## config.mk

```make
export PLATFORM = sky130hd
export DESIGN_NAME = exposure_gain_splitter
export DESIGN_NICKNAME = d
export VERILOG_FILES = /design/src/egs_pkg.sv /design/src/egs_datapath.sv /design/src/egs_control.sv /design/src/exposure_gain_splitter.sv
export SDC_FILE = /design/constraint.sdc
export NUM_CORES = 2
export LEC_CHECK = 0
export ABC_AREA = 1
export BUFFER_PORTS_ARGS = -buffer_cell sky130_fd_sc_hd__buf_2
export CORE_UTILIZATION = 30
export CTS_BUF_LIST = sky130_fd_sc_hd__clkbuf_8
export CTS_CLUSTER_SIZE = 24
export DETAILED_ROUTE_END_ITERATION = 10
export GPL_TIMING_DRIVEN = 0
export HOLD_SLACK_MARGIN = 0.12
export PLACE_DENSITY = 0.52
export SYNTH_ARGS = -nofsm -noshare
export SYNTH_HDL_FRONTEND = slang
export SYNTH_SLANG_ARGS = --single-unit
```

## constraint.sdc

```tcl
create_clock -name clk -period 10.6 [get_ports clk]
set_input_delay 0.53 -clock clk [delete_from_list [all_inputs] [get_ports clk]]
set_output_delay 0.53 -clock clk [all_outputs]
set_load 0.03 [all_outputs]
```

## src/egs_pkg.sv

```systemverilog
// ---------------------------------------------------------------------------
// Exposure gain splitter package
// Shared types and constants for the gain splitter controller and datapath.
// ---------------------------------------------------------------------------
package egs_pkg;

  localparam int unsigned NumBits = 64;
  localparam int unsigned QuotBits = 25;
  localparam int unsigned TableSteps = 8;
  localparam logic [23:0] DgainMax = 24'hFFFFFF;

  localparam logic [2:0] RegEnable = 3'd0;
  localparam logic [2:0] RegCount = 3'd1;
  localparam logic [2:0] RegMaxGain = 3'd2;
  localparam logic [2:0] RegBright = 3'd3;
  localparam logic [2:0] RegBlack = 3'd4;
  localparam logic [2:0] RegShift = 3'd5;
  localparam logic [2:0] RegLow = 3'd6;
  localparam logic [2:0] RegHigh = 3'd7;

  typedef enum logic [2:0] {
    ST_IDLE,
    ST_SEARCH,
    ST_MULT,
    ST_DIVIDE,
    ST_FINISH,
    ST_OUTPUT
  } egs_state_t;

  typedef struct packed {
    logic load;
    logic search_step;
    logic mult_step;
    logic div_start;
    logic div_step;
    logic finish;
  } egs_cmd_t;

  typedef struct packed {
    logic search_done;
    logic mult_done;
    logic div_done;
  } egs_status_t;

endpackage

```

## src/egs_datapath.sv

```systemverilog
// ---------------------------------------------------------------------------
// Gain splitter datapath
// Table search, coefficient products and a restoring divider, one step a cycle while commanded.
// ---------------------------------------------------------------------------
module egs_datapath
  import egs_pkg::*;
(
  input  logic              clk,
  input  logic              rst,
  input  egs_cmd_t          cmd,
  output egs_status_t       status,
  input  logic [15:0]       total_in,
  input  logic [3:0]        table_count,
  input  logic [15:0]       max_sensor_gain,
  input  logic [6:0]        brightness,
  input  logic [9:0]        black_level,
  input  logic [3:0]        shift_factor,
  input  logic [63:0]       table_low_words,
  input  logic [63:0]       table_high_words,
  output logic [15:0]       analog_gain,
  output logic [23:0]       digital_gain,
  output logic [2:0]        table_step,
  output logic              sensor_changed,
  output logic              isp_changed,
  output logic              saturated
);

  logic [15:0]  total;
  logic [3:0]   scan;
  logic [2:0]   idx;
  logic         found;
  logic [2:0]   step_index;
  logic [15:0]  analog;
  logic [15:0]  last_analog;
  logic [23:0]  last_digital;
  logic [2:0]   mstep;
  logic [63:0]  prod;
  logic [63:0]  den;
  logic [63:0]  rem;
  logic [63:0]  num;
  logic [6:0]   dcnt;
  logic [QuotBits-1:0] quot;
  logic [3:0]   count;
  logic [15:0]  entry;
  logic [9:0]   room;
  logic [9:0]   blc_k;
  logic [8:0]   brt_num;
  logic [64:0]  trial;
  logic [23:0]  digital;
  logic         sat;

  function automatic logic [15:0] entry_at(input logic [2:0] i, input logic [63:0] lo,
                                           input logic [63:0] hi);
    logic [63:0] w;
    w = i[2] ? hi : lo;
    return w[{i[1:0], 4'd0} +: 16];
  endfunction

  assign count = (table_count > 4'(TableSteps)) ? 4'(TableSteps) : table_count;
  assign entry = entry_at(scan[2:0], table_low_words, table_high_words);
  assign blc_k = (black_level > 10'd1022) ? 10'd1022 : black_level;
  assign room = 10'd1023 - blc_k;
  assign brt_num = (brightness <= 7'd50) ? {2'b0, brightness}
                 : 9'({2'b0, brightness} * 9'd3 - 9'd100);
  assign status.search_done = found || (scan >= count);
  assign status.mult_done = (mstep == 3'd4);
  assign status.div_done = (dcnt == 7'd0);
  assign trial = {rem, num[63]} - {1'b0, den};

  always_ff @(posedge clk) begin
    if (rst) begin
      step_index <= '0;
      last_analog <= '0;
      last_digital <= '0;
      scan <= '0;
      found <= 1'b0;
      mstep <= '0;
      dcnt <= '0;
    end else begin
      if (cmd.load) begin
        total <= total_in;
        scan <= '0;
        idx <= '0;
        found <= 1'b0;
        mstep <= '0;
      end
      if (cmd.search_step) begin
        if (entry == total) begin
          idx <= scan[2:0];
          found <= 1'b1;
        end else if (entry > total) begin
          idx <= (scan == 4'd0) ? 3'd0 : 3'(scan - 4'd1);
          found <= 1'b1;
        end else begin
          idx <= scan[2:0];
          scan <= scan + 4'd1;
        end
      end
      if (cmd.mult_step) begin
        mstep <= mstep + 3'd1;
        case (mstep)
          3'd0: begin
            if (count == 4'd0) begin
              analog <= (total > max_sensor_gain) ? max_sensor_gain : total;
            end else begin
              step_index <= idx;
              analog <= entry_at(idx, table_low_words, table_high_words);
            end
            prod <= 64'(total) * 64'(brt_num);
          end
          3'd1: begin
            prod <= 64'(prod[24:0]) * 64'(18'd255750 + 18'(room));
            den <= 64'(analog) * 64'(14'd12500);
          end
          3'd2: begin
            prod <= (64'(prod[42:0]) * 64'({shift_factor, 1'b0})) << 12;
            den <= 64'(den[31:0]) * 64'(room);
          end
          3'd3: begin
            prod <= prod + (den >> 1);
          end
          default: begin
          end
        endcase
      end
      if (cmd.div_start) begin
        num <= prod;
        rem <= '0;
        quot <= '0;
        dcnt <= 7'(NumBits);
      end
      if (cmd.div_step) begin
        num <= num << 1;
        dcnt <= dcnt - 7'd1;
        if (!trial[64]) begin
          rem <= trial[63:0];
          quot <= {quot[QuotBits-2:0], 1'b1} | {QuotBits{quot[QuotBits-1]}};
        end else begin
          rem <= {rem[62:0], num[63]};
          quot <= {quot[QuotBits-2:0], 1'b0} | {QuotBits{quot[QuotBits-1]}};
        end
      end
      if (cmd.finish) begin
        analog_gain <= analog;
        digital_gain <= digital;
        table_step <= step_index;
        sensor_changed <= (analog != last_analog);
        isp_changed <= (digital != last_digital);
        saturated <= sat;
        last_analog <= analog;
        last_digital <= digital;
      end
    end
  end

  always_comb begin
    if (analog == 16'd0 || quot[24]) begin
      digital = DgainMax;
      sat = 1'b1;
    end else begin
      digital = quot[23:0];
      sat = 1'b0;
    end
  end

endmodule

```

## src/egs_control.sv

```systemverilog
// ---------------------------------------------------------------------------
// Gain splitter controller
// Sequences search, product, division and output hand-off for one item.
// ---------------------------------------------------------------------------
module egs_control
  import egs_pkg::*;
(
  input  logic        clk,
  input  logic        rst,
  input  logic        in_fire,
  input  logic        enable,
  input  logic        out_take,
  input  egs_status_t status,
  output egs_cmd_t    cmd,
  output logic        busy,
  output logic        out_valid
);

  egs_state_t state, state_next;

  always_ff @(posedge clk) begin
    if (rst) begin
      state <= ST_IDLE;
    end else begin
      state <= state_next;
    end
  end

  always_comb begin
    state_next = state;
    case (state)
      ST_IDLE:   if (in_fire && enable) state_next = ST_SEARCH;
      ST_SEARCH: if (status.search_done) state_next = ST_MULT;
      ST_MULT:   if (status.mult_done) state_next = ST_DIVIDE;
      ST_DIVIDE: if (status.div_done) state_next = ST_FINISH;
      ST_FINISH: state_next = ST_OUTPUT;
      ST_OUTPUT: if (out_take) state_next = ST_IDLE;
      default:   state_next = ST_IDLE;
    endcase
  end

  always_comb begin
    cmd = '0;
    cmd.load = (state == ST_IDLE) && in_fire;
    cmd.search_step = (state == ST_SEARCH) && !status.search_done;
    cmd.mult_step = (state == ST_MULT) && !status.mult_done;
    cmd.div_start = (state == ST_MULT) && status.mult_done;
    cmd.div_step = (state == ST_DIVIDE) && !status.div_done;
    cmd.finish = (state == ST_FINISH);
    busy = (state != ST_IDLE);
    out_valid = (state == ST_OUTPUT);
  end

endmodule

```

## src/exposure_gain_splitter.sv

```systemverilog
// ---------------------------------------------------------------------------
// Exposure gain splitter
// Splits a total exposure gain into analog sensor and digital ISP gains.
// ---------------------------------------------------------------------------
// One item on the slave stream carries a Q8.8 total gain per frame. The
// master stream returns analog gain, Q12.12 digital gain, table step and
// change and saturation flags. The user must write registers on the plain
// write port only while the block is idle; the block does not enforce it.
// One item is worked on at a time: table search, coefficient products and
// a restoring division of the 64-bit product run in that order, and the
// next item is taken once the result has been taken. While disabled an
// item is accepted and dropped. A stalled receiver holds the result and
// stalls the input. Reset restores register defaults and clears history.
// ---------------------------------------------------------------------------
module exposure_gain_splitter
  import egs_pkg::*;
(
  input  logic        clk,
  input  logic        rst,
  input  logic        s_tvalid,
  output logic        s_tready,
  input  logic [15:0] s_tdata,   // total_gain
  output logic        m_tvalid,
  input  logic        m_tready,
  output logic [47:0] m_tdata,   // analog_gain, digital_gain, table_step,
                                 // sensor_changed, isp_changed, saturated, zero pad
  input  logic        cfg_we,
  input  logic [2:0]  cfg_index,
  input  logic [63:0] cfg_data
);

  logic        enable;
  logic [3:0]  table_count;
  logic [15:0] max_sensor_gain;
  logic [6:0]  brightness;
  logic [9:0]  black_level;
  logic [3:0]  shift_factor;
  logic [63:0] table_low_words;
  logic [63:0] table_high_words;
  egs_cmd_t    cmd;
  egs_status_t status;
  logic        busy;
  logic        in_fire;
  logic [15:0] analog_gain;
  logic [23:0] digital_gain;
  logic [2:0]  table_step;
  logic        sensor_changed;
  logic        isp_changed;
  logic        saturated;

  always_ff @(posedge clk) begin
    if (rst) begin
      enable <= 1'b1;
      table_count <= '0;
      max_sensor_gain <= 16'd4096;
      brightness <= 7'd50;
      black_level <= '0;
      shift_factor <= 4'd1;
      table_low_words <= '0;
      table_high_words <= '0;
    end else if (cfg_we) begin
      case (cfg_index)
        RegEnable:  enable <= cfg_data[0];
        RegCount:   table_count <= cfg_data[3:0];
        RegMaxGain: max_sensor_gain <= cfg_data[15:0];
        RegBright:  brightness <= cfg_data[6:0];
        RegBlack:   black_level <= cfg_data[9:0];
        RegShift:   shift_factor <= cfg_data[3:0];
        RegLow:     table_low_words <= cfg_data;
        RegHigh:    table_high_words <= cfg_data;
        default: begin
        end
      endcase
    end
  end

  assign s_tready = !busy;
  assign in_fire = s_tvalid && s_tready && enable;

  egs_control u_control (
    .clk       (clk),
    .rst       (rst),
    .in_fire   (in_fire),
    .enable    (enable),
    .out_take  (m_tready),
    .status    (status),
    .cmd       (cmd),
    .busy      (busy),
    .out_valid (m_tvalid)
  );

  egs_datapath u_datapath (
    .clk              (clk),
    .rst              (rst),
    .cmd              (cmd),
    .status           (status),
    .total_in         (s_tdata),
    .table_count      (table_count),
    .max_sensor_gain  (max_sensor_gain),
    .brightness       (brightness),
    .black_level      (black_level),
    .shift_factor     (shift_factor),
    .table_low_words  (table_low_words),
    .table_high_words (table_high_words),
    .analog_gain      (analog_gain),
    .digital_gain     (digital_gain),
    .table_step       (table_step),
    .sensor_changed   (sensor_changed),
    .isp_changed      (isp_changed),
    .saturated        (saturated)
  );

  assign m_tdata = {2'b00, saturated, isp_changed, sensor_changed, table_step,
                    digital_gain, analog_gain};

  a_no_accept_busy: assert property (@(posedge clk) disable iff (rst)
    m_tvalid |-> !s_tready) else $error("input accepted while a result waits");
  a_sat_max: assert property (@(posedge clk) disable iff (rst)
    (m_tvalid && saturated) |-> (digital_gain == DgainMax))
    else $error("saturated without maximum gain");
  a_out_after_finish: assert property (@(posedge clk) disable iff (rst)
    cmd.finish |=> m_tvalid) else $error("result not shown after finish");

endmodule
```

== Yosys cells after proc, flatten, opt, wreduce, memory -nomap -nowiden ==
Cells that the tools add are included.

* Bits in registers: 593
* Bits in latches: 0
* Memory bits (writable): 0
* ROM bits: 0
* Bits of input ports: 88
* Memories kept: 0

* Add/subtract/negate cells: 9
* $mul: 6
* Div/mod/pow operators: 0
* $lt $le $gt $ge: 6
* Equality and inequality tests: 24
* Shift-type cells: 2
* Multiplexer cells: 41
* Bitwise operators: 4
* Reduce and logical (&&, ||, !) cells: 44

{| class="wikitable"
|+ Operators with widths
! operator !! number
|-
| 64-bit two-way mux || 7
|-
| 64-bit one-hot mux with 4 select lines || 1
|-
| 64-bit one-hot mux with 2 select lines || 1
|-
| 64-bit by 7-bit variable part select with 16-bit output || 2
|-
| 25-bit two-way mux || 3
|-
| 65-bit by 64-bit subtractor with 65-bit output || 1
|-
| 64-bit by 63-bit adder with 64-bit output || 1
|-
| 25-bit by 64-bit multiplier with 64-bit output || 1
|-
| 25-bit bitwise OR || 2
|-
| 43-bit by 4-bit multiplier with 47-bit output || 1
|-
| 32-bit by 10-bit multiplier with 42-bit output || 1
|-
| 3-bit two-way mux || 11
|-
| 16-bit > comparator || 2
|-
| 16-bit two-way mux || 2
|-
| 16-bit by 12-bit multiplier with 28-bit output (second input constant) || 1
|-
| 16-bit by 9-bit multiplier with 25-bit output || 1
|-
| 24-bit two-way mux || 1
|-
| 24-bit inequality test || 1
|-
| 2-bit AND reduction || 12
|-
| 3-bit equality test (second input constant) || 7
|-
| 4-bit two-way mux || 5
|-
| 18-bit by 10-bit adder with 19-bit output (first input constant) || 1
|-
| 3-bit by 2-bit equality test with 1-bit output (second input constant) || 6
|-
| 3-bit one-hot mux with 6 select lines || 1
|-
| 32 further kinds || 64
|}

== Longest topological paths before layout ==
* Depth after elaboration: 9
* Gate-level depth with buffers: 38

== Hierarchy ==
From an unflattened synthesis, not the netlist that was laid out.

* Cells, all modules: 10427
* Area, all modules: 74375.1 µm²

{| class="wikitable"
|+ By module, submodules not included
! module !! instances !! cells an instance !! area each (µm²) !! seq. area each (µm²)
|-
| egs_datapath || 1 || 9378 || 67309.6 || 11370.9
|-
| exposure_gain_splitter || 1 || 1001 || 6771.5 || 3403.3
|-
| egs_control || 1 || 48 || 294.0 || 60.1
|}

== Worst setup path before layout ==
No wires, ideal clock.

* Path kind: reg-to-reg
* From: register u_datapath.dcnt[0]
* To: register u_datapath.num[0] (enable)
* Arrival: 7.431 ns
* Data required time: 9.932 ns
* Slack: 2.500 ns
* Stages on the path, launching flop included: 8
* Cell sequence: dfxtp_1 inv_1 ha_1 nand3_1 and2_1 clkbuf_1 a31oi_2 nor2_1

* Cells in the longest elaborated chain, start to end: 5

{| class="wikitable"
|+ RTL lines
! what !! line !! text
|-
| start, declared || egs_datapath.sv:41 || <nowiki>logic [6:0] dcnt;</nowiki>
|-
| start signal, assigned || egs_datapath.sv:130 || <nowiki>dcnt <= 7'(NumBits);</nowiki>
|-
| start signal, assigned || egs_datapath.sv:134 || <nowiki>dcnt <= dcnt - 7'd1;</nowiki>
|-
| 7-bit zero test || egs_datapath.sv:67 || <nowiki>assign status.div_done = (dcnt == 7'd0);</nowiki>
|-
| 1-bit zero test || egs_control.sv:48 || <nowiki>cmd.div_step = (state == ST_DIVIDE) && !status.div_done;</nowiki>
|-
| 1-bit logical AND || egs_control.sv:48 ||
|-
| 2-bit nonzero test (no source line) || -- ||
|-
| 2-bit AND reduction (no source line) || -- ||
|-
| end signal, assigned || egs_datapath.sv:127 || <nowiki>num <= prod;</nowiki>
|-
| end signal, assigned || egs_datapath.sv:133 || <nowiki>num <= num << 1;</nowiki>
|-
| end, declared || egs_datapath.sv:40 || <nowiki>logic [63:0] num;</nowiki>
|}

Every way passes these cells.
A chain may end at the register's enable or synchronous reset.

== Final worst setup path ==
* From: register black_level[2]
* To: register u_datapath.prod[30] (data pin)

* Cells in the longest elaborated chain, start to end: 6

{| class="wikitable"
|+ RTL lines
! what !! line !! text
|-
| start, declared || exposure_gain_splitter.sv:36 || <nowiki>logic [9:0] black_level;</nowiki>
|-
| start signal, assigned || exposure_gain_splitter.sv:67 || <nowiki>RegBlack: black_level <= cfg_data[9:0];</nowiki>
|-
| 10-bit > comparator || egs_datapath.sv:61 || <nowiki>assign blc_k = (black_level > 10'd1022) ? 10'd1022 : black_level;</nowiki>
|-
| 10-bit two-way mux * || egs_datapath.sv:61 ||
|-
| 10-bit subtractor * || egs_datapath.sv:62 || <nowiki>assign room = 10'd1023 - blc_k;</nowiki>
|-
| 18-bit by 10-bit adder with 19-bit output * || egs_datapath.sv:112 || <nowiki>prod <= 64'(prod[24:0]) * 64'(18'd255750 + 18'(room));</nowiki>
|-
| 25-bit by 64-bit multiplier with 64-bit output * || egs_datapath.sv:112 ||
|-
| 64-bit one-hot mux with 4 select lines * || egs_datapath.sv:101 || <nowiki>case (mstep)</nowiki>
|-
| end signal, assigned || egs_datapath.sv:109 || <nowiki>prod <= 64'(total) * 64'(brt_num);</nowiki>
|-
| end signal, assigned || egs_datapath.sv:112 ||
|-
| end signal, assigned || egs_datapath.sv:116 || <nowiki>prod <= (64'(prod[42:0]) * 64'({shift_factor, 1'b0})) << 12;</nowiki>
|-
| end, declared || egs_datapath.sv:37 || <nowiki>logic [63:0] prod;</nowiki>
|}

Mark *: on every way between the ends. The rest lies on a longest branch, timed or not.

==> flow_results.org <==
** Timing
- Measured against its own limit, the worst slew margin works out to -0.003444.
- Post-layout minimum cycle time :: 9.902 ns
- RSZ-0062 raised after global routing :: false
- At the pin with the least slew margin, the transition time is 1.505 ns.
- Post-route clock period utilization :: 0.9341
- Slew Limit Fails :: 8
- Static timing analysis puts the maximum clock frequency at 101.0 MHz.
- Post-route clock skew :: 0.08409 ns
- The number of failing hold endpoints at the final stage came to 0.
- Setup violations remaining at the end of the flow were counted as 0.

** Setup path
- Among the stages of the critical path, the cell type that occurs most often is sky130_fd_sc_hd__inv_1.
- The critical path in this run is classified as flip-flop to flip-flop.
- In this run the critical register-to-register path is captured at u_datapath.prod[30]$_DFFE_PP_.
- Type of origin of the critical path :: flip-flop
- Critical path data required time :: 11.22 ns
- Largest delay contributor family on the critical path :: adder cells
- Worst r2r src :: black_level[2]$_SDFFE_PP0P_
- Max stage delay on crit path :: 1.11 ns
- Number of cells on the worst reg-to-reg path :: 32
- Element type at the critical path end :: flip-flop
- In this run the register-to-register setup slack is 0.70 ns.
- Data arrival at the endpoint of the critical path :: 10.52 ns
- Among all stages on the critical path, the largest delay is contributed by sky130_fd_sc_hd__nor2_1.
- Worst-path fanout max :: 10
- The number of buffers and inverters on the critical path is 9.

** Drt
- In the routed layout, each cell is associated on average with a via count of 4.959.
- Total vias in the final route :: 68,270
- Length of the first detailed-routing pass in iterations :: 6
- Number of remaining DRC errors :: 0
- Detailed Route Iter0 Violations :: 5,505
- After detailed routing, the average wire length per cell comes to 21.65 µm.
- In this run the remaining antenna-violating nets after routing total 0.
- Amount of wire on met2 after detailed routing :: 137,300 µm
- Summed over all layers, the routed wires come to 298,100 µm.
- Signal routing reaches up to met5.
- Post-Route M1 WL :: 127,800 µm
- After detailed routing, the met3 layer carries 19,200 µm of wire.

** Global routing
- The via count of the first global-routing pass was 69,330.
- Total congestion overflow :: 0
- Global-route wire length before repair :: 443,500 µm
- For this run, the total global-route usage over all layers was measured as 0.2429.
- Initial antenna violation count :: 15
- Entering global routing, the biggest net connects 34 pins.

** Synthesis
- Averaged over all synthesized cells, the footprint is 7.238 µm².
- Summing every instance area after synthesis gives 0.07326 mm².
- Cell taking the most area after synthesis :: sky130_fd_sc_hd__fa_1
- Yosys warning count :: 0
- Post-Syn Instances :: 10,120
- After synthesis the netlist holds a flip-flop and latch count of 571.
- Leading cell type by number of instances after synthesis :: sky130_fd_sc_hd__nand2_1
- The commonest cells after synthesis are 2,317 x sky130_fd_sc_hd__nand2_1, 1,941 x sky130_fd_sc_hd__inv_1, 1,249 x sky130_fd_sc_hd__nor2_1, 807 x sky130_fd_sc_hd__fa_1, 702 x sky130_fd_sc_hd__o21ai_0.
- In this run, distinct cell masters in the synthesized netlist total 56.
- Yosys top cell area share :: 0.2205
- Number of synthesized flops with an enable pin :: 340
- Synth top area cells :: sky130_fd_sc_hd__fa_1 22%, sky130_fd_sc_hd__edfxtp_1 14%, sky130_fd_sc_hd__nand2_1 12%
- Top_reg_cell synth :: sky130_fd_sc_hd__edfxtp_1
- Counting flops with an async set or reset pin after synthesis yields a share of 0.
- Part of the Yosys area used for sequential elements :: 0.2025

** Die
- FP Rows :: 181
- Die extent in x :: 496.2 µm
- Die Area :: 0.2462 mm²
- The core region is 0.2430 mm².
- Die Y :: 496.2 µm
- 138 I/O pins were placed.
- For this configuration, the core starts out at a cell density of 0.3015.

** Run
- Number of maximum-capacitance violations :: 1

** Cells and area
- The final layout contains 11,960 nets.
- The count of cells in the finished layout, fillers not included, comes to 13,770.
- Fraction of layout instances using a drive strength above 1 :: 0.03979
- Area growth from synthesis to layout :: 11.04%

** Clock network
- Clk Latency, worst-skew pair :: 0.93 ns
- TritonCTS built the clock tree.
- For this design, the sink count on the clock tree is 571.
- Buffers inserted during clock tree synthesis total 108.
- Number of H-tree levels :: 3
- In this run the clock root is driven by a sky130_fd_sc_hd__clkbuf_8.
- Clock tree buffer depth :: 3
- Post-CTS Setup Repair Bufs :: 0
- After clock tree synthesis, the clock-pin slew on the worst setup and hold paths is 0.06 ns.
- Gates resized during post-CTS repair numbered 0.

** Min path
- Tightest Hold Check Type :: input port to flip-flop
- The worst hold path was traced through 6 stages.
- Hold Path Sink :: max_sensor_gain[12]$_SDFFE_PP1P_
- The startpoint identified for the worst hold timing path is cfg_we.

** Place
- HPWL after detailed placement :: 250,100 µm
- Number of placed cells counting well taps :: 13,470
- Port buffering added 135 buffers.
- At the end of routability-driven placement, the weighted congestion stood at 0.9815.

** Outcome
- Failing checks :: capacitance limit, slew limit
- The run finished, with violations left.
[layout by cell type, fill, tap and decap left out, types with 8 or more instances in the layout]
master and count:
sky130_fd_sc_hd__clkinv_1 35, sky130_fd_sc_hd__xnor2_1 30, sky130_fd_sc_hd__a31oi_1 27, sky130_fd_sc_hd__and2_1 8, sky130_fd_sc_hd__buf_1 20, sky130_fd_sc_hd__a21boi_0 13
sky130_fd_sc_hd__a21oi_1 621, sky130_fd_sc_hd__nor2_1 1245, sky130_fd_sc_hd__nor3_1 75, sky130_fd_sc_hd__nand2_2 13, sky130_fd_sc_hd__fa_1 807, sky130_fd_sc_hd__inv_1 1977
sky130_fd_sc_hd__o21a_1 25, sky130_fd_sc_hd__o21bai_1 17, sky130_fd_sc_hd__diode_2 8, sky130_fd_sc_hd__inv_2 10, sky130_fd_sc_hd__nand3_1 374, sky130_fd_sc_hd__a21o_1 15
sky130_fd_sc_hd__buf_2 163, sky130_fd_sc_hd__clkbuf_1 249, sky130_fd_sc_hd__nand2_1 2317, sky130_fd_sc_hd__nor2_2 9, sky130_fd_sc_hd__buf_12 8, sky130_fd_sc_hd__nor4_1 15
sky130_fd_sc_hd__o211ai_1 64, sky130_fd_sc_hd__clkbuf_8 119, sky130_fd_sc_hd__ha_1 602, sky130_fd_sc_hd__edfxtp_1 340, sky130_fd_sc_hd__xor2_1 77, sky130_fd_sc_hd__o21ai_0 702
sky130_fd_sc_hd__or2_2 36, sky130_fd_sc_hd__dlygate4sd3_1 87, sky130_fd_sc_hd__nand4_1 81, sky130_fd_sc_hd__clkinv_2 13, sky130_fd_sc_hd__dfxtp_1 231, sky130_fd_sc_hd__nand3b_1 47
[what timing repair did]
action / 4_1_cts / 5_1_grt
setup endpoints to repair: 0 / 0
endpoints found under the hold margin: 191 / 0
hold buffers: 87 / 0
[sequential cells by signal, summed over array words and instances (netlist names), 7 cells and up]
| register | flops |
|---|---|
| u_datapath.analog_gain | 16 |
| max_sensor_gain | 16 |
| u_datapath.analog | 16 |
| black_level | 10 |
| u_datapath.dcnt | 7 |
| table_low_words | 64 |
| u_datapath.den | 42 |
| u_datapath.quot | 25 |
| table_high_words | 64 |
| u_datapath.last_digital | 24 |
| u_datapath.last_analog | 16 |
| u_datapath.total | 16 |
| u_datapath.prod | 64 |
| u_datapath.num | 64 |
| u_datapath.rem | 64 |
| u_datapath.digital_gain | 24 |
| brightness | 7 |
[area by class of cell]
cell class | instances | area [µm²]
Fill cell | 26290 | 161600
Clock inverter | 81 | 631.9
Buffer | 308 | 1252
Antenna cell | 8 | 20.02
Clock buffer | 119 | 1638
Tap cell | 3202 | 4006
Sequential cell | 571 | 14830
Timing Repair Buffer | 233 | 1750
Multi-Input combinational cell | 7271 | 49810
Inverter | 1973 | 7406
[worst min-delay path: cells and delay by family]
family	cells	cell delay (ns)
AND/OR/NAND/NOR	2	0.18
buffers and inverters	3	0.25
AO/OA/AOI/OAI	1	0.16
[metrics by stage]
step                      worst slack (ns)    util  setup TNS, ns  hold WS, ns  instance area, µm²
final                               0.6982  0.3348              0       0.2319               81350
after detailed placement            0.9241  0.3218              0       0.4467               78190
after global routing                0.1900  0.3347              0       0.2571               81340
after global placement              -2.330  0.3208        -348.19       0.4461               77950
after CTS                           0.8742  0.3347              0       0.1265               81330
after floorplan                      2.500       -              0       0.4030               73270
[routing by layer]
layer,vias up,track usage
li1,32350,-
met3,483,0.03426
met4,4,0.1020
met1,33210,0.3154
met5,-,0
met2,2217,0.4028
[kinds of logic after synthesis]
logic type,share of synthesized area
AND/OR/NAND/NOR,0.2333
buffers and inverters,0.1181
AO/OA/AOI/OAI,0.1098
adder cells (fa/ha/maj),0.3233
flip-flops,0.2025
XOR/XNOR,0.01279
other,0.00005119
multiplexers,0.0001537
[how the worst max path moves through the flow]
| stage | slack, ns | depth (start not counted) | startpoint | endpoint |
|---|---|---|---|---|
| after floorplan | 2.50 | 7 | u_datapath.dcnt[0]$_SDFFE_PP0N_ | u_datapath.num[0]$_SDFFCE_PP0P_ |
| after global placement | -2.33 | 6 | u_control.state[0]$_SDFFE_PP0P_ | u_datapath.rem[12]$_SDFFCE_PN0P_ |
| after detailed placement | 0.92 | 30 | black_level[2]$_SDFFE_PP0P_ | u_datapath.prod[29]$_DFFE_PP_ |
| after CTS | 0.87 | 30 | black_level[2]$_SDFFE_PP0P_ | u_datapath.prod[29]$_DFFE_PP_ |
| after global routing | 0.19 | 30 | black_level[2]$_SDFFE_PP0P_ | u_datapath.prod[29]$_DFFE_PP_ |
| final | 0.70 | 32 | black_level[2]$_SDFFE_PP0P_ | u_datapath.prod[30]$_DFFE_PP_ |
Power is not shown: default switching activity piles up to over one toggle a cycle in this logic, so the estimate is an artifact.
